**config.mk**
```make
export PLATFORM = sky130hd
export DESIGN_NAME = sd_spi_block_sequencer_core
export DESIGN_NICKNAME = d
export VERILOG_FILES = /design/src/hw/rtl/sdspi_pkg.sv /design/src/hw/rtl/sd_spi_block_sequencer_core.sv
export SDC_FILE = /design/constraint.sdc
export NUM_CORES = 1
export LEC_CHECK = 0
export BUFFER_PORTS_ARGS = -buffer_cell sky130_fd_sc_hd__buf_2
export CORE_MARGIN = 4
export CORE_UTILIZATION = 53
export DETAILED_ROUTE_END_ITERATION = 7
export PLACE_DENSITY = 0.87
export SLEW_MARGIN = 30
export SYNTH_ARGS = -nofsm -noshare
export SYNTH_HDL_FRONTEND = slang
export SYNTH_SLANG_ARGS = --single-unit
```
**constraint.sdc**
```tcl
create_clock -name clk -period 3.7 [get_ports clk]
set_input_delay 0.37 -clock clk [delete_from_list [all_inputs] [get_ports clk]]
set_output_delay 0.37 -clock clk [all_outputs]
set_load 0.01 [all_outputs]
```
**src/hw/rtl/sdspi_pkg.sv**
```systemverilog
// ----------------------------------------------------------------------------
// sdspi_pkg
// Types, codes and command framing shared by the SD SPI block sequencer.
// ----------------------------------------------------------------------------
package sdspi_pkg;

	localparam int unsigned BLOCK_BYTES = 512;

	typedef logic [1:0] action_t;
	localparam action_t ACT_BYTE  = 2'd0;
	localparam action_t ACT_INIT  = 2'd1;
	localparam action_t ACT_READ  = 2'd2;
	localparam action_t ACT_WRITE = 2'd3;

	typedef logic [1:0] status_t;
	localparam status_t ST_OK       = 2'd0;
	localparam status_t ST_NOT_IDLE = 2'd1;
	localparam status_t ST_CMD_REJ  = 2'd2;
	localparam status_t ST_DATA_REJ = 2'd3;

	localparam logic [7:0] CMD_PREFIX  = 8'h40;
	localparam logic [5:0] CMD_GO_IDLE = 6'h00;
	localparam logic [5:0] CMD_SEND_OP = 6'h01;
	localparam logic [5:0] CMD_RD_BLK  = 6'h11;
	localparam logic [5:0] CMD_WR_BLK  = 6'h18;
	localparam logic [7:0] CRC_CMD0    = 8'h95;
	localparam logic [31:0] ARG_CMD1   = 32'h00ff_c000;
	localparam logic [7:0] BYTE_IDLE   = 8'hff;
	localparam logic [7:0] BYTE_ZERO   = 8'h00;
	localparam logic [7:0] TOKEN_START = 8'hfe;
	localparam logic [7:0] R1_READY    = 8'h00;
	localparam logic [7:0] R1_IDLE     = 8'h01;
	localparam logic [3:0] DRESP_MASKOK = 4'h5;

	typedef struct packed {
		logic [7:0] send_byte;
		logic       select_active;
		logic       exchange_request;
		logic       data_valid;
		logic [7:0] data_byte;
		logic       take_write_byte;
		logic       done_res;
		status_t    status;
	} result_t;

	function automatic logic [7:0] cmd_byte(
		input logic [5:0]  code,
		input logic [31:0] arg,
		input logic [7:0]  crc,
		input logic [2:0]  k
	);
		logic [7:0] b;
		unique case (k)
			3'd0: b = CMD_PREFIX | {2'b00, code};
			3'd1: b = arg[31:24];
			3'd2: b = arg[23:16];
			3'd3: b = arg[15:8];
			3'd4: b = arg[7:0];
			default: b = crc;
		endcase
		return b;
	endfunction

endpackage

```
**src/hw/rtl/sd_spi_block_sequencer_core.sv**
```systemverilog
// SD card SPI-mode host sequencer at byte level. One item per clock cycle is
// accepted unless in_stall is high; each item yields exactly one result, via
// an input register and a result register, and the next-byte decision is one
// pass of logic between them. A start item selects init, block read or block
// write; each result names the next byte to shift out and the select level,
// and the next byte item returns the card's answer. transfer_length may only
// be written while no item is in flight.
// ----------------------------------------------------------------------------
// sd_spi_block_sequencer_core
// Init, single-block read and single-block write sequencing for SPI mode.
// ----------------------------------------------------------------------------
module sd_spi_block_sequencer_core #(
	parameter int unsigned POLL_LIMIT = 9
) (
	input  logic                    clk,
	input  logic                    arst_n,
	input  logic                    cfg_valid,
	output logic                    cfg_ready,
	input  logic [9:0]              transfer_length,
	input  logic                    in_valid,
	output logic                    in_stall,
	input  logic [1:0]              action,
	input  logic [31:0]             block_address,
	input  logic [7:0]              card_byte,
	input  logic [7:0]              write_byte,
	output logic                    out_valid,
	input  logic                    out_stall,
	output logic [7:0]              send_byte,
	output logic                    select_active,
	output logic                    exchange_request,
	output logic                    data_valid,
	output logic [7:0]              data_byte,
	output logic                    take_write_byte,
	output logic                    done_res,
	output logic [1:0]              status
);

	localparam logic [3:0] PH_IDLE   = 4'd0;
	localparam logic [3:0] PH_WAKE   = 4'd1;
	localparam logic [3:0] PH_CMD0   = 4'd2;
	localparam logic [3:0] PH_RESP0  = 4'd3;
	localparam logic [3:0] PH_GAP    = 4'd4;
	localparam logic [3:0] PH_CMD1   = 4'd5;
	localparam logic [3:0] PH_RESP1  = 4'd6;
	localparam logic [3:0] PH_CMDRW  = 4'd7;
	localparam logic [3:0] PH_RESPRW = 4'd8;
	localparam logic [3:0] PH_TOKEN  = 4'd9;
	localparam logic [3:0] PH_RDATA  = 4'd10;
	localparam logic [3:0] PH_PAD    = 4'd11;
	localparam logic [3:0] PH_WDATA  = 4'd12;
	localparam logic [3:0] PH_WRESP  = 4'd13;
	localparam logic [3:0] PH_BUSY   = 4'd14;
	localparam logic [3:0] PH_TAIL   = 4'd15;

	localparam logic [9:0] BLK       = 10'(sdspi_pkg::BLOCK_BYTES);
	localparam logic [9:0] BLK_CRC   = 10'(sdspi_pkg::BLOCK_BYTES + 2);
	localparam logic [9:0] WAKE_LEN  = 10'd10;
	localparam logic [9:0] FRAME_LEN = 10'd6;
	localparam logic [9:0] PAD_LEN   = 10'd3;
	localparam logic [3:0] POLL_MAX  = 4'(POLL_LIMIT);

	logic [9:0]  len_q;
	logic        v_s1;
	logic [1:0]  action_s1;
	logic [31:0] addr_s1;
	logic [7:0]  cb_s1;
	logic [7:0]  wb_s1;

	logic [3:0]  phase_q, phase_n;
	logic [9:0]  bc_q, bc_n, bc_inc;
	logic [3:0]  pc_q, pc_n, pc_inc;
	logic [31:0] addr_q, addr_n;
	logic [1:0]  op_q, op_n;
	logic [7:0]  resp_q, resp_n;

	logic                 out_v_q;
	sdspi_pkg::result_t   res_q, res_n;

	logic        adv;
	logic        fire;
	logic [9:0]  eff_len;
	logic [9:0]  wd_cnt;
	logic        wd_use;
	logic [5:0]  cur_code;
	logic [31:0] cur_arg;
	logic [7:0]  cur_crc;
	logic        cb_wait;

	assign cfg_ready = 1'b1;
	assign adv       = !out_v_q || !out_stall;
	assign fire      = v_s1 && adv;
	assign in_stall  = v_s1 && !adv;
	assign eff_len   = (len_q > BLK) ? BLK : len_q;
	assign bc_inc    = bc_q + 10'd1;
	assign pc_inc    = pc_q + 4'd1;
	assign cb_wait   = (cb_s1 != sdspi_pkg::R1_READY) && (cb_s1 != sdspi_pkg::R1_IDLE);

	always_comb begin
		unique case (phase_q)
			PH_CMD0: begin
				cur_code = sdspi_pkg::CMD_GO_IDLE;
				cur_arg  = '0;
				cur_crc  = sdspi_pkg::CRC_CMD0;
			end
			PH_CMD1: begin
				cur_code = sdspi_pkg::CMD_SEND_OP;
				cur_arg  = sdspi_pkg::ARG_CMD1;
				cur_crc  = sdspi_pkg::BYTE_IDLE;
			end
			default: begin
				cur_code = (op_q == sdspi_pkg::ACT_WRITE) ? sdspi_pkg::CMD_WR_BLK
					: sdspi_pkg::CMD_RD_BLK;
				cur_arg  = addr_q;
				cur_crc  = sdspi_pkg::BYTE_IDLE;
			end
		endcase
	end

	always_comb begin
		phase_n = phase_q;
		bc_n    = bc_q;
		pc_n    = pc_q;
		addr_n  = addr_q;
		op_n    = op_q;
		resp_n  = resp_q;
		wd_use  = 1'b0;
		wd_cnt  = bc_inc;
		res_n   = '0;
		res_n.send_byte = sdspi_pkg::BYTE_IDLE;

		if (action_s1 != sdspi_pkg::ACT_BYTE) begin
			op_n   = action_s1;
			addr_n = addr_s1;
			bc_n   = '0;
			pc_n   = '0;
			resp_n = '0;
			res_n.exchange_request = 1'b1;
			if (action_s1 == sdspi_pkg::ACT_INIT) begin
				phase_n = PH_WAKE;
			end else begin
				phase_n = PH_CMDRW;
				res_n.select_active = 1'b1;
				res_n.send_byte = sdspi_pkg::cmd_byte(
					(action_s1 == sdspi_pkg::ACT_WRITE) ? sdspi_pkg::CMD_WR_BLK
						: sdspi_pkg::CMD_RD_BLK,
					addr_s1, sdspi_pkg::BYTE_IDLE, 3'd0);
			end
		end else begin
			unique case (phase_q)
				PH_WAKE: begin
					res_n.exchange_request = 1'b1;
					if (bc_inc < WAKE_LEN) begin
						bc_n = bc_inc;
					end else begin
						phase_n = PH_CMD0;
						bc_n    = '0;
						res_n.select_active = 1'b1;
						res_n.send_byte = sdspi_pkg::cmd_byte(sdspi_pkg::CMD_GO_IDLE,
							'0, sdspi_pkg::CRC_CMD0, 3'd0);
					end
				end
				PH_CMD0, PH_CMD1, PH_CMDRW: begin
					bc_n = bc_inc;
					res_n.select_active    = 1'b1;
					res_n.exchange_request = 1'b1;
					if (bc_inc < FRAME_LEN) begin
						res_n.send_byte = sdspi_pkg::cmd_byte(cur_code, cur_arg, cur_crc,
							bc_inc[2:0]);
					end else begin
						phase_n = phase_q + 4'd1;
						pc_n    = '0;
					end
				end
				PH_RESP0, PH_RESP1, PH_RESPRW: begin
					pc_n = pc_inc;
					res_n.select_active    = 1'b1;
					res_n.exchange_request = 1'b1;
					if (cb_wait && (pc_inc < POLL_MAX)) begin
						phase_n = phase_q;
					end else if (phase_q == PH_RESP0) begin
						if (cb_s1 != sdspi_pkg::R1_IDLE) begin
							phase_n = PH_IDLE;
							res_n.select_active    = 1'b0;
							res_n.exchange_request = 1'b0;
							res_n.done_res = 1'b1;
							res_n.status   = sdspi_pkg::ST_NOT_IDLE;
						end else begin
							phase_n = PH_GAP;
							res_n.select_active = 1'b0;
						end
					end else if (phase_q == PH_RESP1) begin
						if (cb_s1 == sdspi_pkg::R1_IDLE) begin
							phase_n = PH_GAP;
							res_n.select_active = 1'b0;
						end else if (cb_s1 == sdspi_pkg::R1_READY) begin
							phase_n = PH_TAIL;
							res_n.select_active = 1'b0;
						end else begin
							phase_n = PH_IDLE;
							res_n.select_active    = 1'b0;
							res_n.exchange_request = 1'b0;
							res_n.done_res = 1'b1;
							res_n.status   = sdspi_pkg::ST_CMD_REJ;
						end
					end else if (cb_s1 != sdspi_pkg::R1_READY) begin
						phase_n = PH_IDLE;
						res_n.select_active    = 1'b0;
						res_n.exchange_request = 1'b0;
						res_n.done_res = 1'b1;
						res_n.status   = sdspi_pkg::ST_CMD_REJ;
					end else if (op_q == sdspi_pkg::ACT_WRITE) begin
						phase_n = PH_PAD;
						bc_n    = '0;
					end else begin
						phase_n = PH_TOKEN;
					end
				end
				PH_GAP: begin
					phase_n = PH_CMD1;
					bc_n    = '0;
					res_n.select_active    = 1'b1;
					res_n.exchange_request = 1'b1;
					res_n.send_byte = sdspi_pkg::cmd_byte(sdspi_pkg::CMD_SEND_OP,
						sdspi_pkg::ARG_CMD1, sdspi_pkg::BYTE_IDLE, 3'd0);
				end
				PH_TOKEN: begin
					if (cb_s1 == sdspi_pkg::TOKEN_START) begin
						phase_n = PH_RDATA;
						bc_n    = '0;
					end
					res_n.select_active    = 1'b1;
					res_n.exchange_request = 1'b1;
				end
				PH_RDATA: begin
					bc_n = bc_inc;
					res_n.exchange_request = 1'b1;
					if (bc_inc < BLK_CRC) begin
						res_n.select_active = 1'b1;
					end else begin
						phase_n = PH_TAIL;
					end
					if (bc_q < eff_len) begin
						res_n.data_valid = 1'b1;
						res_n.data_byte  = cb_s1;
					end
				end
				PH_PAD: begin
					bc_n = bc_inc;
					res_n.select_active    = 1'b1;
					res_n.exchange_request = 1'b1;
					if (bc_inc == PAD_LEN) begin
						res_n.send_byte = sdspi_pkg::TOKEN_START;
					end else if (bc_inc > PAD_LEN) begin
						phase_n = PH_WDATA;
						bc_n    = '0;
						wd_cnt  = '0;
						wd_use  = 1'b1;
					end
				end
				PH_WDATA: begin
					bc_n = bc_inc;
					res_n.select_active    = 1'b1;
					res_n.exchange_request = 1'b1;
					if (bc_inc < BLK_CRC) begin
						wd_use = 1'b1;
					end else begin
						phase_n = PH_WRESP;
					end
				end
				PH_WRESP: begin
					resp_n  = cb_s1;
					phase_n = PH_BUSY;
					res_n.select_active    = 1'b1;
					res_n.exchange_request = 1'b1;
				end
				PH_BUSY: begin
					res_n.exchange_request = 1'b1;
					if (cb_s1 == sdspi_pkg::BYTE_ZERO) begin
						res_n.select_active = 1'b1;
					end else begin
						phase_n = PH_TAIL;
					end
				end
				PH_TAIL: begin
					phase_n = PH_IDLE;
					res_n.done_res = 1'b1;
					if ((op_q == sdspi_pkg::ACT_WRITE) && (resp_q[3:0] != sdspi_pkg::DRESP_MASKOK)) begin
						res_n.status = sdspi_pkg::ST_DATA_REJ;
					end
				end
				default: begin
					phase_n = PH_IDLE;
				end
			endcase
			if (wd_use) begin
				if (wd_cnt < eff_len) begin
					res_n.send_byte       = wb_s1;
					res_n.take_write_byte = 1'b1;
				end else if (wd_cnt < BLK) begin
					res_n.send_byte = sdspi_pkg::BYTE_ZERO;
				end
			end
		end
	end

	always_ff @(posedge clk or negedge arst_n) begin
		if (!arst_n) begin
			len_q   <= BLK;
			v_s1    <= 1'b0;
			out_v_q <= 1'b0;
			phase_q <= PH_IDLE;
			bc_q    <= '0;
			pc_q    <= '0;
			addr_q  <= '0;
			op_q    <= '0;
			resp_q  <= '0;
		end else begin
			if (cfg_valid) begin
				len_q <= transfer_length;
			end
			if (!in_stall) begin
				v_s1 <= in_valid;
			end
			if (adv) begin
				out_v_q <= v_s1;
			end
			if (fire) begin
				phase_q <= phase_n;
				bc_q    <= bc_n;
				pc_q    <= pc_n;
				addr_q  <= addr_n;
				op_q    <= op_n;
				resp_q  <= resp_n;
			end
		end
	end

	always_ff @(posedge clk) begin
		if (in_valid && !in_stall) begin
			action_s1 <= action;
			addr_s1   <= block_address;
			cb_s1     <= card_byte;
			wb_s1     <= write_byte;
		end
		if (fire) begin
			res_q <= res_n;
		end
	end

	assign out_valid        = out_v_q;
	assign send_byte        = res_q.send_byte;
	assign select_active    = res_q.select_active;
	assign exchange_request = res_q.exchange_request;
	assign data_valid       = res_q.data_valid;
	assign data_byte        = res_q.data_byte;
	assign take_write_byte  = res_q.take_write_byte;
	assign done_res         = res_q.done_res;
	assign status           = res_q.status;

endmodule

```
Word level (Yosys, flattened, before mapping)
Index checks and enable logic that the tools add are counted.
- bits in registers: 141
- output and inout bits: 26
- logic and storage cells: 183
- add/sub/neg operators: 3
- magnitude comparators: 9
- equal/unequal tests: 40
- muxes and demuxes: 77
- bitwise logic cells: 3
- reductions and logical operators: 30
- operator list (kind ; count):
    $mux 10 ; 14
    $mux 4 ; 21
    $pmux 32 s2 ; 1
    $pmux 10 s6 ; 1
    $pmux 4 s10 ; 1
    $pmux 8 s5 ; 1
    $ne 3x3->1 const B ; 13
    $eq 4x4->1 const B ; 8
    $mux 8 ; 4
    $pmux 8 s4 ; 1
    $mux 3 ; 9
    $mux 9 ; 3
    $lt 10x10->1 ; 2
    $lt 10x10->1 const B ; 2
    $eq 4x3->1 const B ; 4
    $mux 2 ; 6
    $add 10x1->10 const B ; 1
    $eq 10x2->1 const B ; 1
    $gt 10x10->1 const B ; 1
    $gt 10x2->1 const B ; 1
    $lt 10x3->1 const B ; 1
    $lt 10x4->1 const B ; 1
    $pmux 2 s5 ; 1
    $pmux 5 s2 ; 1
    36 further kinds ; 63

Logic depth before layout (Yosys ltp)
- depth after elaboration: 11
- depth in mapped cells: 16

Worst setup path after synthesis
Ideal clock, no wire load.
- path kind: register -> register
- start: register bc_q[1]
- end: register res_q (netlist bit send_byte[3]) (data pin)
- library setup time: 0.261 ns
- data arrival time: 3.640 ns
- data required time: 3.439 ns
- setup slack: -0.201 ns
- cell stages (with the launch flop): 16
- clock period less this slack: 3.901 ns
- cell sequence: dfrtp_1 ha_1 buf_2 nand3_2 o21a_1 o311a_2 and2_1 a31oi_1 nor2_1 ha_1 nand4_1 o41ai_1 nor3_1 a22oi_4 nor2_1 a221o_1
- RTL lines (what ; RTL line ; source):
    start, declared ; sd_spi_block_sequencer_core.sv:70 ; logic [9:0] bc_q, bc_n, bc_inc;
    start signal, assigned ; sd_spi_block_sequencer_core.sv:329 ; bc_q <= bc_n;
    end signal, assigned ; sd_spi_block_sequencer_core.sv:346 ; res_q <= res_n;
    end, declared ; sd_spi_block_sequencer_core.sv:77 ; sdspi_pkg::result_t res_q, res_n;

==> out/results.txt <==
status - finished, violations left
failing checks - setup timing
Post-synth EDFFs - 73
total number of vias - 6039
number of buffers inserted during clock tree synthesis - 17
most frequently used flop master after synthesis - sky130_fd_sc_hd__edfxtp_1
number of nets produced by synthesis - 769
remaining global-route overflow - 0
share of the clock period used by the worst path after layout - 100%
flip-flop and latch count after synthesis - 141
Critical Path Start - bc_q[1]
data arrival time of the critical path - 3.88 ns
headroom to the max-slew limit - 39.6%
Clock Power Share - 29.2%
Max Transition Viols Final - 0
number of distinct standard cells referenced by the synthesized netlist - 88
largest driver fanout on the critical path - 5
drt wl/cell - 18.4 µm
clock tree from TritonCTS - done
peak clock frequency supported by timing - 0.270 GHz
wire length on met1 - 7420 µm
FF-to-FF setup slack - -0.002 ns
Die Span X - 128 µm
initial antenna violation count - 0
pre-CTS WS - -0.107 ns
routability-driven placement congestion ratio - 0.930
average instance area after synthesis - 11.2 µm²
post-synth design cell area - 0.00757 mm²
Post-DRT Antenna Nets - 0
vertical die dimension - 128 µm
Worst IR Drop VDD - 0.488 mV
met3 wire length - 1640 µm
r2r startpoint - bc_q[1]
core region area - 0.0139 mm²
root cell of the clock tree - sky130_fd_sc_hd__clkbuf_16
switching share of total power - 35.9%
fraction of layout instances using a drive strength above 1 - 32.6%
layout-stage area growth over the synthesis result - 20.3%
static leakage power - 3.87 nW
overall track demand over capacity in global routing - 22.7%
unrepaired setup endpoints after global routing - true
fraction of power consumed by sequential logic - 35.5%
number of warnings printed during yosys synthesis - 0
smallest setup slack after layout - -0.00231 ns
nets@finish - 893
number of placement rows - 43
NetSw - 2.01 mW
buffers from clock root to sink, at most - 2
maximum number of pins on one net before global-route repair - 51
clock insertion delay at the later pin of the skew report - 0.44 ns
count of endpoints failing setup in the final report - 1
relative contribution of combinational cells to total power - 35.2%
Worst Path Class, Setup - reg2reg
final wirelength - 18300 µm
Critical Path End Type - flip-flop
sequential area share after synthesis - 51.4%
share of flip-flops with an asynchronous set or reset - 48.2%
count of buffers inserted at the top-level ports - 89
Hold Violations, Final - 0
I/O pin count - 91
Min-Delay Startpoint - block_address[25]
setup skew after layout - 0.00960 ns
uppermost routed layer - met4
Fill cells - 1033
drt pass-1 iters - 5
Initial Utilization - 54.3%
measured slew at the worst slew-check pin - 0.903 ns
overall die area - 0.0163 mm²
required arrival time at the worst endpoint - 3.88 ns
first-pass GRT wire length - 29000 µm
HP Class - in2reg
antenna fix cells - 0
Detail Placement HPWL - 13000 µm
H-tree lvl count - 4
clock-pin slew on the worst setup and hold paths - 0.06 ns
iteration-0 DRC count of the detailed router - 568
overall power - 5.59 mW
cell-internal power - 3.59 mW
clock sink count - 141
via/cell ratio - 6.08
wire length on met2 - 8730 µm
vias in the first global route - 5951
launching element type of the critical path - flip-flop
power density cells - 614 mW/mm²
remaining design rule violation count - 0
number of violations of the max-capacitance limit - 0
final critical-path required period - 3.70 ns
count of mapped cells out of synthesis - 676
-- worst max-delay path, cell delays in order (launching register included) --
cell and delay (ns):
sky130_fd_sc_hd__dfrtp_2 0.44, sky130_fd_sc_hd__ha_4 0.18, sky130_fd_sc_hd__nand4_1 0.14, sky130_fd_sc_hd__nor4_2 0.07, sky130_fd_sc_hd__buf_4 0.14, sky130_fd_sc_hd__o311a_4 0.37
sky130_fd_sc_hd__and2_4 0.16, sky130_fd_sc_hd__a31oi_4 0.17, sky130_fd_sc_hd__nor2_1 0.08, sky130_fd_sc_hd__ha_1 0.30, sky130_fd_sc_hd__buf_4 0.11, sky130_fd_sc_hd__nand4_1 0.11
sky130_fd_sc_hd__nor4_2 0.38, sky130_fd_sc_hd__nor3_4 0.08, sky130_fd_sc_hd__a22oi_4 0.29, sky130_fd_sc_hd__nor2_4 0.07, sky130_fd_sc_hd__a221o_1 0.36
-- power by group through the flow --
stage | Sequential [mW] | Clock (mW) | Combinational (mW)
4_1_cts | 1.98 | 1.65 | 1.87
3_5_place_dp | 2.01 | 0 | 1.85
5_1_grt | 2.01 | 1.72 | 2.14
2_1_floorplan | 1.99 | 0 | 1.35
6_report | 1.99 | 1.64 | 1.97
3_3_place_gp | 2.00 | 0 | 1.80
-- layout by cell type (no fill, tap or decap), types with 4 or more instances in the layout --
| cell type | n |
|---|---|
| sky130_fd_sc_hd__a32oi_1 | 4 |
| sky130_fd_sc_hd__a31oi_1 | 8 |
| sky130_fd_sc_hd__a22oi_1 | 7 |
| sky130_fd_sc_hd__o22ai_1 | 8 |
| sky130_fd_sc_hd__dfrtp_2 | 5 |
| sky130_fd_sc_hd__inv_6 | 5 |
| sky130_fd_sc_hd__nor2_1 | 51 |
| sky130_fd_sc_hd__and2_1 | 11 |
| sky130_fd_sc_hd__a211oi_1 | 7 |
| sky130_fd_sc_hd__o21ai_0 | 34 |
| sky130_fd_sc_hd__nor4_1 | 4 |
| sky130_fd_sc_hd__xnor2_1 | 5 |
| sky130_fd_sc_hd__nand2b_1 | 5 |
| sky130_fd_sc_hd__dfrtp_1 | 62 |
| sky130_fd_sc_hd__a22o_1 | 14 |
| sky130_fd_sc_hd__a21o_1 | 7 |
| sky130_fd_sc_hd__buf_4 | 50 |
| sky130_fd_sc_hd__a21oi_1 | 24 |
| sky130_fd_sc_hd__clkbuf_16 | 17 |
| sky130_fd_sc_hd__clkinvlp_4 | 5 |
| sky130_fd_sc_hd__nand3_1 | 16 |
| sky130_fd_sc_hd__o311ai_0 | 6 |
| sky130_fd_sc_hd__nand4_1 | 9 |
| sky130_fd_sc_hd__edfxtp_1 | 73 |
| sky130_fd_sc_hd__a221o_1 | 5 |
| sky130_fd_sc_hd__mux2_2 | 45 |
| sky130_fd_sc_hd__nor3_1 | 15 |
| sky130_fd_sc_hd__inv_1 | 20 |
| sky130_fd_sc_hd__ha_1 | 27 |
| sky130_fd_sc_hd__nor2b_1 | 7 |
| sky130_fd_sc_hd__nand2_1 | 56 |
| sky130_fd_sc_hd__buf_2 | 89 |
| sky130_fd_sc_hd__o21a_1 | 10 |
-- worst paths after layout --
kind,depth (start not counted),to
setup / recovery,16,send_byte[1]
hold / removal,1,addr_s1[25]
setup reg to reg,16,send_byte[1]
hold reg to reg,1,addr_q[28]
max in group asynchronous,3,bc_q[1]
min in group asynchronous,2,len_q[3]
-- metal layers --
metal	GRT usage, %	up-vias
met1	29.4	2854
met5	0	-
met2	36.1	315
met4	9.21	0
li1	-	2818
met3	6.40	52
-- logic make-up after synthesis --
logic type / share of synthesized area, %
AND/OR/NAND/NOR: 14.3
AO/OA/AOI/OAI: 17.4
multiplexers: 7.09
XOR/XNOR: 0.925
buffers and inverters: 4.21
flip-flops: 51.4
other: 0.0495
adder cells (fa/ha/maj): 4.63
-- synthesized netlist by cell type, types with 10 or more instances --
cell / number / area [µm²]
sky130_fd_sc_hd__and2_1: 13 / 81.3
sky130_fd_sc_hd__nor3_1: 18 / 90.1
sky130_fd_sc_hd__inv_1: 20 / 75.1
sky130_fd_sc_hd__mux2_2: 45 / 507
sky130_fd_sc_hd__ha_1: 28 / 350
sky130_fd_sc_hd__a21oi_1: 24 / 120
sky130_fd_sc_hd__nand3_1: 16 / 80.1
sky130_fd_sc_hd__dfrtp_1: 67 / 1680
sky130_fd_sc_hd__o21a_1: 10 / 75.1
sky130_fd_sc_hd__clkbuf_1: 18 / 67.6
sky130_fd_sc_hd__nand2_1: 56 / 210
sky130_fd_sc_hd__nor2_1: 53 / 199
sky130_fd_sc_hd__o21ai_0: 34 / 170
sky130_fd_sc_hd__a22o_1: 14 / 123
sky130_fd_sc_hd__edfxtp_1: 73 / 2190
-- through the flow --
step	util, %	cells	TNS, ns	cell area, µm²	hold WS (ns)
6_report	65.4	993	-0.00231	9110	0.105
2_1_floorplan	-	676	0	7600	0.0744
3_5_place_dp	59.9	950	-0.403	8350	0.243
5_1_grt	65.4	993	-0.472	9110	0.0854
4_1_cts	64.3	987	0	8970	0.0870
3_3_place_gp	59.9	950	0	8350	0.244
-- state kept, by name, summed over array words and instances (netlist names), 4 cells and up --
signal     count
addr_q        32
addr_s1       32
bc_q          10
len_q         10
cb_s1          8
data_byte      8
send_byte      8
wb_s1          8
pc_q           4
phase_q        4
resp_q         4
-- what timing repair did --
action	in CTS	in global routing
resized for setup	4	21
pin swaps	5	15
endpoints found under the setup margin	5	9
setup buffers	4	6
cloned	0	0
hold buffers	1	0
hold endpoints to repair	7	0
-- layout make-up --
| cell class | count | area (µm²) | share of cell area, % |
|---|---|---|---|
| Sequential cell | 141 | 3900 | 42.8 |
| Multi-Input combinational cell | 477 | 3490 | 38.3 |
| Timing Repair Buffer | 142 | 853 | 9.37 |
| Clock buffer | 18 | 429 | 4.71 |
| Tap cell | 180 | 225 | 2.47 |
| Clock inverter | 14 | 133 | 1.46 |
| Inverter | 21 | 78.8 | 0.865 |
No activity file was read; power rests on OpenSTA's default activity.
